===== src/hw/rtl/smap_pkg.sv =====
package smap_pkg;

    // Result status codes
    localparam logic [1:0] STATUS_NOT_SUCCESS = 2'd0;
    localparam logic [1:0] STATUS_NO_ADDRESS  = 2'd1;
    localparam logic [1:0] STATUS_FOUND       = 2'd2;

    // Message constants
    localparam logic [15:0] BINDING_SUCCESS    = 16'h0101;
    localparam logic [15:0] ATTR_XOR_MAPPED    = 16'h0020;
    localparam logic [4:0]  HEADER_BYTES       = 5'd20;
    localparam logic [4:0]  TYPE_BYTES         = 5'd2;
    localparam logic [4:0]  ATTR_HDR_LAST      = 5'd3;
    localparam logic [4:0]  ADDR_FIRST         = 5'd4;
    localparam logic [4:0]  ADDR_LAST          = 5'd7;
    localparam logic [15:0] ADDR_MIN_LENGTH    = 16'd8;

    // Magic cookie byte for address byte index 0..3
    function automatic logic [7:0] cookie_byte(input logic [1:0] idx);
        logic [7:0] result;
        case (idx)
            2'd0:    result = 8'h21;
            2'd1:    result = 8'h12;
            2'd2:    result = 8'hA4;
            default: result = 8'h42;
        endcase
        return result;
    endfunction

endpackage


===== src/hw/rtl/stun_mapped_address_parser_core.sv =====
// Parses a received STUN reply presented one byte per beat, first byte first, with
// i_last_byte marking the final byte. Bytes stream in back to back with no gaps
// between messages; one result beat (status and the unmasked XOR-MAPPED-ADDRESS
// IPv4 address) appears from a single output register in the cycle after the
// marked byte is accepted. Only a final byte that arrives while an earlier result
// is still stalled at the output is held back; all other bytes are accepted
// regardless of the output side.
module stun_mapped_address_parser_core (
    input  logic        i_clk,
    input  logic        i_rst_n,
    input  logic        i_in_valid,
    output logic        o_in_stall,
    input  logic [7:0]  i_data_byte,
    input  logic        i_last_byte,
    output logic        o_out_valid,
    input  logic        i_out_stall,
    output logic [1:0]  o_status,
    output logic [31:0] o_public_address
);

    typedef enum logic [2:0] {
        PH_HEADER,
        PH_ATTR_HDR,
        PH_ADDR,
        PH_SKIP,
        PH_IGNORE
    } t_phase;

    localparam logic [4:0] POS_MAX = 5'h1F;

    t_phase      r_phase, n_phase;
    logic [4:0]  r_pos, n_pos;
    logic [15:0] r_rtype, n_rtype;
    logic [15:0] r_atype, n_atype;
    logic [15:0] r_rem, n_rem;
    logic [31:0] r_addr, n_addr;
    logic        r_found, n_found;

    logic        r_out_valid;
    logic [1:0]  r_status, n_status;
    logic [31:0] r_public_address, n_public_address;

    logic [4:0]  w_pos_inc;
    logic [15:0] w_len;
    logic [16:0] w_padded;
    logic [16:0] w_padded_m1;
    logic        w_in_acc;
    logic        w_success;

    // Hold a final byte only while the previous result is stuck at the output
    assign o_in_stall = r_out_valid && i_out_stall && i_last_byte;
    assign w_in_acc   = i_in_valid && !o_in_stall;

    // Attribute length as it completes with this byte, padded to a multiple of four
    assign w_pos_inc   = r_pos + 5'd1;
    assign w_len       = {r_rem[7:0], i_data_byte};
    assign w_padded    = ({1'b0, w_len} + 17'd3) & ~17'd3;
    assign w_padded_m1 = w_padded - 17'd1;

    // Advance the parser by one byte
    always_comb begin
        n_phase = r_phase;
        n_pos   = r_pos;
        n_rtype = r_rtype;
        n_atype = r_atype;
        n_rem   = r_rem;
        n_addr  = r_addr;
        n_found = r_found;
        unique case (r_phase)
            PH_HEADER: begin
                if (r_pos < smap_pkg::TYPE_BYTES) begin
                    n_rtype = {r_rtype[7:0], i_data_byte};
                end
                n_pos = w_pos_inc;
                if (w_pos_inc == smap_pkg::TYPE_BYTES
                    && n_rtype != smap_pkg::BINDING_SUCCESS) begin
                    n_phase = PH_IGNORE;
                end else if (w_pos_inc >= smap_pkg::HEADER_BYTES) begin
                    n_phase = PH_ATTR_HDR;
                    n_pos   = '0;
                end
            end
            PH_ATTR_HDR: begin
                if (r_pos < smap_pkg::TYPE_BYTES) begin
                    n_atype = {r_atype[7:0], i_data_byte};
                end else begin
                    n_rem = w_len;
                end
                n_pos = w_pos_inc;
                if (r_pos == smap_pkg::ATTR_HDR_LAST) begin
                    n_pos = '0;
                    if (w_len == 16'd0) begin
                        n_phase = PH_ATTR_HDR;
                    end else begin
                        // length check uses the unpadded value
                        n_rem   = w_padded_m1[15:0];
                        n_phase = (n_atype == smap_pkg::ATTR_XOR_MAPPED && !r_found
                                   && w_len >= smap_pkg::ADDR_MIN_LENGTH)
                                  ? PH_ADDR : PH_SKIP;
                    end
                end
            end
            PH_ADDR, PH_SKIP: begin
                if (r_phase == PH_ADDR && r_pos >= smap_pkg::ADDR_FIRST
                    && r_pos <= smap_pkg::ADDR_LAST) begin
                    n_addr = {r_addr[23:0], i_data_byte ^ smap_pkg::cookie_byte(r_pos[1:0])};
                    if (r_pos == smap_pkg::ADDR_LAST) begin
                        n_found = 1'b1;
                    end
                end
                if (r_rem == 16'd0) begin
                    n_phase = PH_ATTR_HDR;
                    n_pos   = '0;
                end else begin
                    n_rem = r_rem - 16'd1;
                    if (r_pos != POS_MAX) begin
                        n_pos = w_pos_inc;
                    end
                end
            end
            PH_IGNORE: begin
                n_phase = PH_IGNORE;
            end
            default: begin
                n_phase = PH_IGNORE;
            end
        endcase
    end

    // Form the result from the state after this byte
    assign w_success = n_rtype == smap_pkg::BINDING_SUCCESS
                       && !(n_phase == PH_HEADER && n_pos < smap_pkg::TYPE_BYTES)
                       && n_phase != PH_IGNORE;

    always_comb begin
        n_status         = smap_pkg::STATUS_NOT_SUCCESS;
        n_public_address = '0;
        if (w_success && n_found) begin
            n_status         = smap_pkg::STATUS_FOUND;
            n_public_address = n_addr;
        end else if (w_success) begin
            n_status = smap_pkg::STATUS_NO_ADDRESS;
        end
    end

    // Hold parser state and the result register
    always_ff @(posedge i_clk) begin
        if (!i_rst_n) begin
            r_phase          <= PH_HEADER;
            r_pos            <= '0;
            r_rtype          <= '0;
            r_atype          <= '0;
            r_rem            <= '0;
            r_addr           <= '0;
            r_found          <= 1'b0;
            r_out_valid      <= 1'b0;
            r_status         <= smap_pkg::STATUS_NOT_SUCCESS;
            r_public_address <= '0;
        end else begin
            if (w_in_acc) begin
                if (i_last_byte) begin
                    r_phase <= PH_HEADER;
                    r_pos   <= '0;
                    r_rtype <= '0;
                    r_atype <= '0;
                    r_rem   <= '0;
                    r_addr  <= '0;
                    r_found <= 1'b0;
                end else begin
                    r_phase <= n_phase;
                    r_pos   <= n_pos;
                    r_rtype <= n_rtype;
                    r_atype <= n_atype;
                    r_rem   <= n_rem;
                    r_addr  <= n_addr;
                    r_found <= n_found;
                end
            end
            if (w_in_acc && i_last_byte) begin
                r_out_valid      <= 1'b1;
                r_status         <= n_status;
                r_public_address <= n_public_address;
            end else if (!i_out_stall) begin
                r_out_valid <= 1'b0;
            end
        end
    end

    assign o_out_valid      = r_out_valid;
    assign o_status         = r_status;
    assign o_public_address = r_public_address;

endmodule


===== config.mk =====
export PLATFORM = sky130hd
export DESIGN_NAME = stun_mapped_address_parser_core
export DESIGN_NICKNAME = d
export VERILOG_FILES = /design/src/hw/rtl/smap_pkg.sv /design/src/hw/rtl/stun_mapped_address_parser_core.sv
export SDC_FILE = /design/constraint.sdc
export NUM_CORES = 1
export LEC_CHECK = 0
export BUFFER_PORTS_ARGS = -buffer_cell sky130_fd_sc_hd__buf_4
export CAP_MARGIN = 10
export CORE_MARGIN = 3
export CORE_UTILIZATION = 30
export CTS_CLUSTER_DIAMETER = 200
export CTS_CLUSTER_SIZE = 10
export DETAILED_ROUTE_END_ITERATION = 8
export SYNTH_ARGS = -nofsm -noshare
export SYNTH_HDL_FRONTEND = slang
export SYNTH_SLANG_ARGS = --single-unit

===== constraint.sdc =====
create_clock -name i_clk -period 3.6 [get_ports i_clk]
set_input_delay 0 -clock i_clk [delete_from_list [all_inputs] [get_ports i_clk]]
set_output_delay 0 -clock i_clk [all_outputs]
set_load 0.05 [all_outputs]

# Word-level counts from Yosys, hierarchy flattened
# Cells that the tools add are included.
[word_totals] regBits=124 elab_cells=106
[classes] reduce_logical=26 n_mux=44 bitwise_logic=1 n_eq_ne=15 add_sub_neg=4 n_lt_le_gt_ge=6
[op_table] cell="16-bit 2-to-1 mux" n=13
[op_table] cell="32-bit 2-to-1 mux" n=4
[op_table] cell="16-bit logical NOT" n=2
[op_table] cell="16-bit case mux with 2 select lines" n=1
[op_table] cell="16-bit by 1-bit subtractor with 16-bit output, second input constant" n=2
[op_table] cell="5-bit 2-to-1 mux" n=6
[op_table] cell="8-bit case mux with 3 select lines" n=1
[op_table] cell="16-bit by 2-bit adder with 16-bit output, second input constant" n=1
[op_table] cell="16-bit by 6-bit == test with 1-bit output, second input constant" n=1
[op_table] cell="16-bit by 9-bit == test with 1-bit output, second input constant" n=1
[op_table] cell="16-bit by 4-bit greater-or-equal comparator with 1-bit output, second input constant" n=1
[op_table] cell="8-bit 2-to-1 mux" n=2
[op_table] cell="16-bit by 9-bit inequality test with 1-bit output, second input constant" n=1
[op_table] cell="3-bit 2-to-1 mux" n=5
[op_table] cell="5-bit case mux with 3 select lines" n=1
[op_table] cell="1-bit logical AND" n=13
[op_table] cell="5-bit by 2-bit == test with 1-bit output, second input constant" n=2
[op_table] cell="5-bit by 2-bit < comparator with 1-bit output, second input constant" n=2
[op_table] cell="3-bit case mux with 3 select lines" n=1
[op_table] cell="1-bit 2-to-1 mux" n=8
[op_table] cell="8-bit XOR" n=1
[op_table] cell="3-bit by 2-bit == test with 1-bit output, second input constant" n=2
[op_table] cell="3-bit logical NOT" n=2
[op_table] cell="3-bit inequality test, second input constant" n=2
[op_table] cell="other kinds (18)" n=21

# Depth between registers and ports, before layout
# Gate-level depths: netlist (run 1).
[depth] ltp_word=17 mapped_depth=13 mapped_depth_nobuf=11

# Worst setup path before layout (run 1)
# No wires, ideal clock.
[synth_timing] path_type="register to register" start="register r_pos[1]" end="register r_public_address[12] (netlist: o_public_address[12])" required_time_ns=3.533 setup_time_ns=0.067 setup_slack_ns=0.379 period_less_slack_ns=3.221 arrival_ns=3.153 stages_incl_launch_ff=13 cell_sequence="dfxtp_1 -> ha_1 -> buf_1 -> nand3_1 -> ha_1 -> o22ai_2 -> or2_1 -> a31oi_1 -> or3_1 -> and4_4 -> o41a_4 -> buf_6 -> o21ai_2"
[synth_via] elab_chain_len=17 elab_cells_between_ends=48 cone_classes="1 x add/sub; 5 x order compare; 8 x eq/ne; 23 x mux; 11 x reduce/logical"
[synth_rtl] element="start, declared" line="stun_mapped_address_parser_core.sv:32" rtl="logic [4:0] r_pos, n_pos;"
[synth_rtl] element="start signal, assigned" line="stun_mapped_address_parser_core.sv:171" rtl="r_pos <= n_pos;"
[synth_rtl] element="branches (longest 16 deep; another with 5-bit by 1-bit adder with 5-bit output)"
[synth_rtl] element="32-bit 2-to-1 mux *" line="stun_mapped_address_parser_core.sv:138" rtl="if (w_success && n_found) begin"
[synth_rtl] element="end signal, assigned" line="stun_mapped_address_parser_core.sv:182" rtl="r_public_address <= n_public_address;"
[synth_rtl] element="end, declared" line="stun_mapped_address_parser_core.sv:41" rtl="logic [31:0] r_public_address, n_public_address;"
# Every way passes the cells marked *. The select of a mux whose other input is x is not followed.
# A chain may end at the register's enable or synchronous reset.

# Worst setup path after layout (run 1)
[layout_timing] start="register r_rem[1]" end="register r_public_address[1] (netlist: o_public_address[1])"
[layout_via] elab_chain_len=13 elab_cells_between_ends=20 cone_classes="2 x order compare; 1 x eq/ne; 8 x mux; 9 x reduce/logical"
[layout_rtl] element="start, declared" line="stun_mapped_address_parser_core.sv:35" rtl="logic [15:0] r_rem, n_rem;"
[layout_rtl] element="start signal, assigned" line="stun_mapped_address_parser_core.sv:174" rtl="r_rem <= n_rem;"
[layout_rtl] element="16-bit by 4-bit greater-or-equal comparator with 1-bit output" line="stun_mapped_address_parser_core.sv:98" rtl="&& w_len >= smap_pkg::ADDR_MIN_LENGTH)"
[layout_rtl] element="1-bit logical AND" line="stun_mapped_address_parser_core.sv:98"
[layout_rtl] element="1-bit 2-to-1 mux" line="stun_mapped_address_parser_core.sv:99" rtl="? PH_ADDR : PH_SKIP;"
[layout_rtl] element="2-bit 2-to-1 mux" line="stun_mapped_address_parser_core.sv:92" rtl="if (w_len == 16'd0) begin"
[layout_rtl] element="3-bit 2-to-1 mux" line="stun_mapped_address_parser_core.sv:90" rtl="if (r_pos == smap_pkg::ATTR_HDR_LAST) begin"
[layout_rtl] element="3-bit case mux with 3 select lines" line="stun_mapped_address_parser_core.sv:69" rtl="unique case (r_phase)"
[layout_rtl] element="3-bit logical NOT" line="stun_mapped_address_parser_core.sv:132" rtl="&& !(n_phase == PH_HEADER && n_pos < smap_pkg::TYPE_BYTES)"
[layout_rtl] element="1-bit logical AND" line="stun_mapped_address_parser_core.sv:132"
[layout_rtl] element="1-bit logical NOT" line="stun_mapped_address_parser_core.sv:132"
[layout_rtl] element="1-bit logical AND" line="stun_mapped_address_parser_core.sv:132"
[layout_rtl] element="1-bit logical AND *" line="stun_mapped_address_parser_core.sv:133" rtl="&& n_phase != PH_IGNORE;"
[layout_rtl] element="1-bit logical AND *" line="stun_mapped_address_parser_core.sv:138"
[layout_rtl] element="32-bit 2-to-1 mux *" line="stun_mapped_address_parser_core.sv:138"
# Mark *: on every way between the ends. The rest lies on a longest branch, timed or not.

==> results of run 1 <==
## critical path, delay by kind of cell, from the launching register on
kind                     cells  cell delay, ns
buffers and inverters        2            0.43
AO/OA/AOI/OAI                4            0.71
flip-flops                   1            0.39
AND/OR/NAND/NOR              4            1.24
adder cells (fa/ha/maj)      1            0.30
## layout by cell type (no fill, tap or decap), types with 10 or more instances in the layout
| cell type | instances |
|---|---|
| o21ai_2 | 29 |
| a22oi_1 | 64 |
| mux2i_1 | 25 |
| dfxtp_1 | 124 |
| a31oi_1 | 10 |
| nor3_1 | 18 |
| and2_1 | 12 |
| o21ai_0 | 28 |
| ha_1 | 11 |
| inv_1 | 17 |
| nor2b_1 | 69 |
| clkbuf_16 | 17 |
| xor2_1 | 11 |
| nor4_1 | 28 |
| a21oi_1 | 28 |
| xnor2_1 | 14 |
| nor2_1 | 51 |
| nand3_1 | 15 |
| nand2_1 | 73 |
| buf_4 | 69 |
## power by group
part / total [W] / leakage (nW) / internal, W / switching [W]
Combinational: 0.000203 / 1.71 / 0.0000731 / 0.000130
Sequential: 0.00139 / 1.00 / 0.00138 / 0.00000837
Clock: 0.00173 / 0.291 / 0.000989 / 0.000742
## metal layers
layer	global-route usage (%)	part of all wire [%]	vias up
met5	0	0	-
li1	-	-	3044
met2	23.9	45	235
met4	5.96	2.1	0
met3	3.46	6.1	43
met1	21.9	47	2934
## state kept, by name (all words and copies together), names as in the netlist
signal	flops
o_out_valid	1
o_public_address	32
o_status	2
r_addr	32
r_atype	16
r_found	1
r_phase	3
r_pos	5
r_rem	16
r_rtype	16
## cell families after synthesis
family	after synthesis	synth area share, %
mux	25	3.69
compound gates	237	25.3
buf+inv	83	5.13
xor+xnor	25	3.23
fa+ha+maj	11	2.03
flops	124	36.6
simple gates	309	24.0
## through the flow
| stage | instance area, um2 | setup slack, ns |
|---|---|---|
| after floorplan | 6780 | 0.379 |
| after global placement | 7410 | 0.478 |
| after detailed placement | 7410 | 0.444 |
| after CTS | 8080 | 0.436 |
| after global routing | 8080 | 0.0470 |
| final | 8080 | 0.374 |
## path summary, 6_finish.rpt
check | to | slack (ns) | depth (start not counted)
hold reg to reg | o_public_address[10] | 0.45 | 2
setup reg to reg | o_public_address[1] | 0.37 | 11
hold / removal | r_atype[6] | 0.02 | 3
setup / recovery | o_public_address[1] | 0.37 | 11
## final cells by class
cell class | count | area (um2) | area share [%]
clock inverters | 15 | 174 | 2.15
inverters | 17 | 63.8 | 0.790
repair buffers | 77 | 608 | 7.53
flip-flops and latches | 124 | 2480 | 30.7
well taps | 280 | 350 | 4.34
clock buffers | 17 | 425 | 5.27
multi-input cells | 607 | 3970 | 49.2
==> results.toml, run 1 <==
[synthesis]
synth_common_cells = "124 x dfxtp_1, 73 x nand2_1, 69 x nor2b_1"
yosysMostFrequentCell = "dfxtp_1"
yosysWarnings = 0
synthTopCellsByArea = "dfxtp_1 37%, a22oi_1 7.1%, nor2b_1 6.4%, nand2_1 4.0%, o21ai_2 3.7%"
postSynthCellCount = 814
synth-edff-count = 0
syn_avg_cell_area_um2 = 8.33
ys_dominant_reg_cell = "dfxtp_1"
synth_nets = 838
syn_area_um2 = 6780
ys_async_sr_fraction_pct = 0
ys_seq_elements = 124
synth_top_cell_by_area = "dfxtp_1"
synth_top_area_share_pct = 36.6
yosysUniqueCellTypes = 72
ys_seq_area_share_pct = 36.6

[clock_tree]
clk_latency_ns = 0.43
cts_tree = "done"
clock-sinks = 124
clk_pin_slew_ns = 0.07
postCtsSetupBuffers = 0
cts_max_level = 4
root_buffer = "clkbuf_16"
cts_buffer_depth = 2
cts_buffers = 17
cts_resized = 0
hold_buffers = 7

[finish]
syn2layout_area_growth_pct = 19.2
antennaDiodeCount = 0
final_nets = 868
fin_util_pct = 36.7
drive_gt1_share_pct = 17.0
nFillCells = 2269
fin_cells = 1137

[routing]
drc_errors = 0
via_count = 6256
antenna_left = 0
wl_per_cell_um = 16.9
drt_first_pass_iters = 5
wl_um = 19300
drtIter0Drc = 597
via_per_inst = 5.50

[power_and_ir_drop]
power_w = 0.00332
cellLeakagePower_nw = 3.01
powerDensity_nw_per_um2 = 411
ir_drop_uv = 283

[worst_setup_path]
crit_path_max_fanout = 33
worstSetupStartpoint = "r_rem[1]"
slowest_stage = "nor4b_1"
path_class = "register to register"
cp.required_ns = 3.90
crit_arrival_ns = 3.53
end_kind = "register"
start_kind = "register"
cp_cell_sequence = "inv_1, ha_1, nor4b_1, nand4_1, nand2_1, o221ai_1, a32oi_1, and4_4, o41a_4, buf_12, o21ai_0"
cpPeakStageDelay_ns = 0.48
worst_r2r_startpoint = "r_rem[1]"

[timing]
relSlewSlack_pct = 50.5
clock_skew_ns = 0.0105
setup_viol = 0
holdWs_ns = 0.0196
tightest_slew_ns = 0.738
finalCritPeriodShare_pct = 89.6
timing.final.hold_violations = 0
rsz0062_at_grt = "false"
slew_viol_final = 0
max_freq_ghz = 0.310
finalSetupTns_ns = 0
period_needed_ns = 3.23

[floorplanning]
start_util_pct = 30.8
core_um2 = 22000
rows = 54
die-width_um = 156
ios = 49
die_area_um2 = 24400
die_y_um = 156

[grt]
antenna_found_initial = 0
grt_max_degree = 52
overflow = 0
grt_pass1_wl_um = 31300
grt_pass1_vias = 5908
track_usage_pct = 15.8

[outcome]
status = "finished, final reports clean"

[placement]
place_congestion = 0.877
port_buffers = 48
dp_cells = 1098
dp_hpwl_um = 13000

[run]
drv_cap = 0

[worst_hold_path]
holdCritPathClass = "input pin to register"
hp-start = "i_data_byte[6]"
No activity file was read; power rests on OpenSTA's default activity.
==> run 2: changes to the inputs <==
--- a/config.mk
+++ b/config.mk
@@ -12,6 +12,7 @@
 export CTS_CLUSTER_DIAMETER = 200
 export CTS_CLUSTER_SIZE = 10
 export DETAILED_ROUTE_END_ITERATION = 8
+export SETUP_SLACK_MARGIN = 0.4
 export SYNTH_ARGS = -nofsm -noshare
 export SYNTH_HDL_FRONTEND = slang
 export SYNTH_SLANG_ARGS = --single-unit
==> run 2 against run 1 <==
  * Setup slack better by 0.20 ns
  * Die area stayed put
  * Register-to-register slack better by 0.20 ns
  * Core utilization is 0.24 points higher
  * Critical endpoint is now o_public_address[2]
  * Largest cell class unchanged
==> results.toml, run 2 (synthesis results as in run 1) <==
[floorplanning]
core_um2 = 22000
die-width_um = 156
ios = 49
die_y_um = 156
start_util_pct = 30.8
die_area_um2 = 24400
rows = 54

[timing]
clock_skew_ns = 0.0232
relSlewSlack_pct = 28.1
slew_viol_final = 0
max_freq_ghz = 0.330
rsz0062_at_grt = "false"
finalSetupTns_ns = 0
holdWs_ns = 0.0136
fin_ws_ns = 0.572
tightest_slew_ns = 1.07
setup_viol = 0
timing.final.hold_violations = 0
finalCritPeriodShare_pct = 84.1
period_needed_ns = 3.03

[routing]
via_per_inst = 5.51
wl_met3_um = 1350
drt_first_pass_iters = 6
wl_um = 19400
via_count = 6276
antenna_left = 0
dr.max_layer_used = "met4"
drc_errors = 0
wl_met2_um = 8770
wl_met1_um = 9120
wl_per_cell_um = 17.1
drtIter0Drc = 519

[finish]
layout_common_cells = "121 x dfxtp_1, 73 x nand2_1, 70 x buf_4"
nFillCells = 2268
syn2layout_area_growth_pct = 20.0
drive_gt1_share_pct = 17.9
final_common_cell = "dfxtp_1"
multi_input_area_um2 = 4010
final_nets = 870
antennaDiodeCount = 0
seqCellArea_um2 = 2490
final_area_um2 = 8130

[clock_tree]
clk_latency_ns = 0.43
clock-sinks = 124
cts_buffer_depth = 2
cts_tree = "done"
root_buffer = "clkbuf_16"
clk_pin_slew_ns = 0.06
cts_max_level = 4
cts_buffers = 17

[placement]
dp_hpwl_um = 12900
port_buffers = 48
place_congestion = 0.890
pre_cts_ws_ns = 0.448
place_area_um2 = 7410

[worst_setup_path]
cp.required_ns = 3.95
cpPeakStageDelay_ns = 0.43
crit_arrival_ns = 3.38
start_kind = "register"
cp_common_cell = "ha_1"
cp_cell_sequence = "ha_1, nand3_1, ha_1, o22ai_2, or2_1, a31oi_1, or3_1, and4_4, o41a_4, buf_12, o21ai_0"
slowest_stage = "dfxtp_2"
path_class = "register to register"
crit_path_max_fanout = 33
end_kind = "register"

[grt]
grt_pass1_vias = 5864
grt_max_degree = 51
overflow = 0
track_usage_pct = 15.8
grt_pass1_wl_um = 31200
antenna_found_initial = 0

[worst_hold_path]
holdCritPathClass = "input pin to register"

[run]
drv_cap = 0

[outcome]
status = "finished, final reports clean"

[power_and_ir_drop]
ir_drop_uv = 293
power_w = 0.00334
powerDensity_nw_per_um2 = 410
cellLeakagePower_nw = 3.04
run 2: changes by cell type in the layout (fill, tap and decap cells not counted), sizes merged:
| cell | change |
|---|---|
| clkinv | -1 |
| clkinvlp | +1 |
| buf | +2 |
run 2: routing by layer:
metal	global-route usage, %	vias to the layer above
met1	22.5	2975
met3	3.21	18
li1	-	3045
met2	24.2	238
met4	4.75	0
met5	0	-
run 2: power breakdown:
part           internal (W)  switching [W]
combinational     0.0000725       0.000130
sequential          0.00138     0.00000827
clock              0.000989       0.000758
total               0.00244       0.000896
run 2: area by class of cell:
type / instances / share of cell area [%]
tap: 280 / 4.31
clock inverter: 15 / 2.12
clock buffer: 17 / 5.23
inverter: 17 / 0.785
sequential: 124 / 30.6
timing repair buffer: 79 / 7.71
multi-input combinational: 607 / 49.3
run 2: worst paths after layout:
kind	from	end	slack, ns	cells past startpoint
max reg2reg	r_pos[1]	o_public_address[2]	0.57	11
min	i_data_byte[5]	r_atype[5]	0.01	3
min reg2reg	o_status[1]	o_status[1]	0.45	2
max	r_pos[1]	o_public_address[2]	0.57	11
run 2: through the flow:
stage / instances / utilization [%]
2_1_floorplan: 814 / -
3_3_place_gp: 1098 / 33.6
3_5_place_dp: 1098 / 33.6
4_1_cts: 1137 / 36.7
5_1_grt: 1139 / 36.9
6_report: 1139 / 36.9
run 2: worst max-delay path: cells and delay by family, from the launching register on:
| family | cells | cell delay (ns) |
|---|---|---|
| AO/OA/AOI/OAI | 4 | 0.89 |
| adder cells (fa/ha/maj) | 2 | 0.57 |
| buffers and inverters | 1 | 0.18 |
| flip-flops | 1 | 0.43 |
| AND/OR/NAND/NOR | 4 | 0.87 |
run 2: repair_timing:
item | in CTS | in global routing
hold buffers | 7 | 0
setup buffers | 0 | 2
hold endpoints to repair | 7 | 0
setup endpoints to repair | 0 | 43
resized for setup | 0 | 9
==> run 3: changes to the inputs <==
==> constraint.sdc (replaced) <==
create_clock -name i_clk -period 2.5 [get_ports i_clk]
set_input_delay 0 -clock i_clk [delete_from_list [all_inputs] [get_ports i_clk]]
set_output_delay 0 -clock i_clk [all_outputs]
set_load 0.05 [all_outputs]
==> run 3 against run 2 <==
  * The run now ends with setup timing left
  * Sequential share of layout area is 6.2 points lower
  * Die area unchanged
  * Cell count up 13%
  * Count of clock-buffer cells in the layout stayed put
  * Clock power grew 43%
  * Register-to-register slack worse by 0.73 ns
  * Critical path depth rose by 1
  * Combinational power rose by 100%
  * Design area increased by 26%
  * Clock skew decreased by 0.011 ns
  * Flip-flop and latch count unchanged
  * Setup slack worse by 0.73 ns
  * Critical path type unchanged
  * Critical endpoint is now r_rem[8]
  * Largest power group unchanged
==> results.toml, run 3 (synthesis results as in run 1) <==
[worst_setup_path]
end_kind = "register"
cp.required_ns = 2.82
cp_common_cell = "buf_6"
slowest_stage = "or4b_4"
reg2regPathDepth = 12
crit_path_max_fanout = 6
cpPeakStageDelay_ns = 0.48
worst_r2r_startpoint = "r_rem[1]"
rrSetupSlack_ns = -0.16
crit_arrival_ns = 2.98
path_class = "register to register"
start_kind = "register"
cp_cell_sequence = "inv_4, ha_4, or4b_4, or2_4, o21ai_4, buf_12, buf_6, and2_4, buf_6, a221o_1, nor2_1, o32ai_1"
rr_endpoint = "r_rem[8]"

[routing]
wl_um = 23700
drc_errors = 0
drtIter0Drc = 646
via_count = 7113
wl_per_cell_um = 18.5
antenna_left = 0
drt_first_pass_iters = 5
via_per_inst = 5.54

[run]
drv_cap = 0

[timing]
period_needed_ns = 2.66
finalCritPeriodShare_pct = 106
slew_viol_final = 0
finalSetupTns_ns = -5.23
rsz0062_at_grt = "true"
timing.final.hold_violations = 0
fin_ws_ns = -0.158
tightest_slew_ns = 0.616
clock_skew_ns = 0.0127
holdWs_ns = 0.0367
max_freq_ghz = 0.376
setup_viol = 46
relSlewSlack_pct = 58.6

[finish]
layout_common_cells = "162 x buf_4, 119 x dfxtp_1, 68 x nor2b_1"
final_nets = 1014
final_area_um2 = 10300
drive_gt1_share_pct = 41.0
multi_input_area_um2 = 4790
final_common_cell = "buf_4"
fin_cells = 1283
syn2layout_area_growth_pct = 51.5
seqCellArea_um2 = 2500
antennaDiodeCount = 0
nFillCells = 2081

[placement]
dp_hpwl_um = 14800
place_congestion = 0.869
dp_cells = 1204
place_area_um2 = 8400
port_buffers = 48

[grt]
track_usage_pct = 18.6
grt_max_degree = 50
grt_pass1_wl_um = 36500
antenna_found_initial = 0
grt_pass1_vias = 6755
overflow = 0

[clock_tree]
cts_tree = "done"
cts_buffers = 17
clk_pin_slew_ns = 0.07
cts_max_level = 4
clock-sinks = 124
cts_buffer_depth = 2
clk_latency_ns = 0.42
root_buffer = "clkbuf_16"

[power_and_ir_drop]
switchingPower_w = 0.00134
power_w = 0.00491
clock_power_share_pct = 51.1
p_seq_share_pct = 40.5
ir_drop_uv = 345
intPower_w = 0.00357
powerDensity_nw_per_um2 = 478
p_sw_share_pct = 27.2
cellLeakagePower_nw = 3.96
share_comb_of_total_power_pct = 8.4

[worst_hold_path]
hp-start = "i_data_byte[6]"
holdPathEnd = "r_atype[6]"
holdCritPathClass = "input pin to register"
holdPathStages = 3

[floorplanning]
die_y_um = 156
die-width_um = 156
start_util_pct = 30.8
core_um2 = 22000
ios = 49
rows = 54
die_area_um2 = 24400

[outcome]
status = "finished, violations left"
violations = "setup timing"
==> run 3: cell count changes in the layout (fill, tap and decap cells not counted), sizes merged <==
cell / delta
dlygate4sd3: -3
o21ai: +3
clkinvlp: +1
inv: +1
buf: +144
clkinv: -2
==> run 3: layout make-up <==
class | instances | share of cell area, %
clock buffer | 17 | 4.14
sequential | 124 | 24.3
clock inverter | 15 | 1.67
timing repair buffer | 220 | 19.2
inverter | 17 | 0.670
multi-input combinational | 610 | 46.6
tap | 280 | 3.41
==> run 3: worst max path at each step <==
stage	cells after the start	from	end
2_1_floorplan	12	r_pos[1]	o_public_address[12]
3_3_place_gp	12	r_pos[1]	o_public_address[4]
3_5_place_dp	12	r_pos[1]	o_public_address[4]
4_1_cts	11	r_pos[1]	o_public_address[14]
5_1_grt	12	r_pos[1]	o_public_address[30]
6_report	12	r_rem[1]	r_rem[8]
==> run 3: stage by stage <==
stage | utilization, % | setup WS [ns]
floorplan | - | -0.189
global placement | 38.1 | -0.199
detailed placement | 38.1 | -0.196
CTS | 44.2 | -0.0822
global route | 46.6 | -0.314
finish | 46.6 | -0.158
==> run 3: timing repair <==
action,CTS,global route
buffers inserted,19,18
endpoints found under the hold margin,3,0
hold buffers,4,0
gates resized for setup,124,88
cloned,5,1
setup endpoints to repair,119,118
pin swaps,67,39
==> run 3: critical path, delay by kind of cell (launching register included) <==
kind,cells,cell delay [ns]
adder cells (fa/ha/maj),1,0.14
buffers and inverters,4,0.47
AO/OA/AOI/OAI,3,0.61
AND/OR/NAND/NOR,4,0.98
flip-flops,1,0.36
==> run 3: per-layer routing <==
metal | wire, um | global-route usage (%) | up-vias
li1 | - | - | 3350
met1 | 10500 | 25.0 | 3429
met2 | 11100 | 29.4 | 276
met5 | 0 | 0 | -
met3 | 1400 | 4.07 | 58
met4 | 670 | 6.50 | 0
==> run 3: power groups by stage <==
stage,registers [W],clock network (W),logic (W)
after global routing,0.00199,0.00265,0.000434
final,0.00199,0.00251,0.000412
after detailed placement,0.00204,0,0.000319
after floorplan,0.00204,0,0.000191
after CTS,0.00199,0.00255,0.000370
after global placement,0.00203,0,0.000319
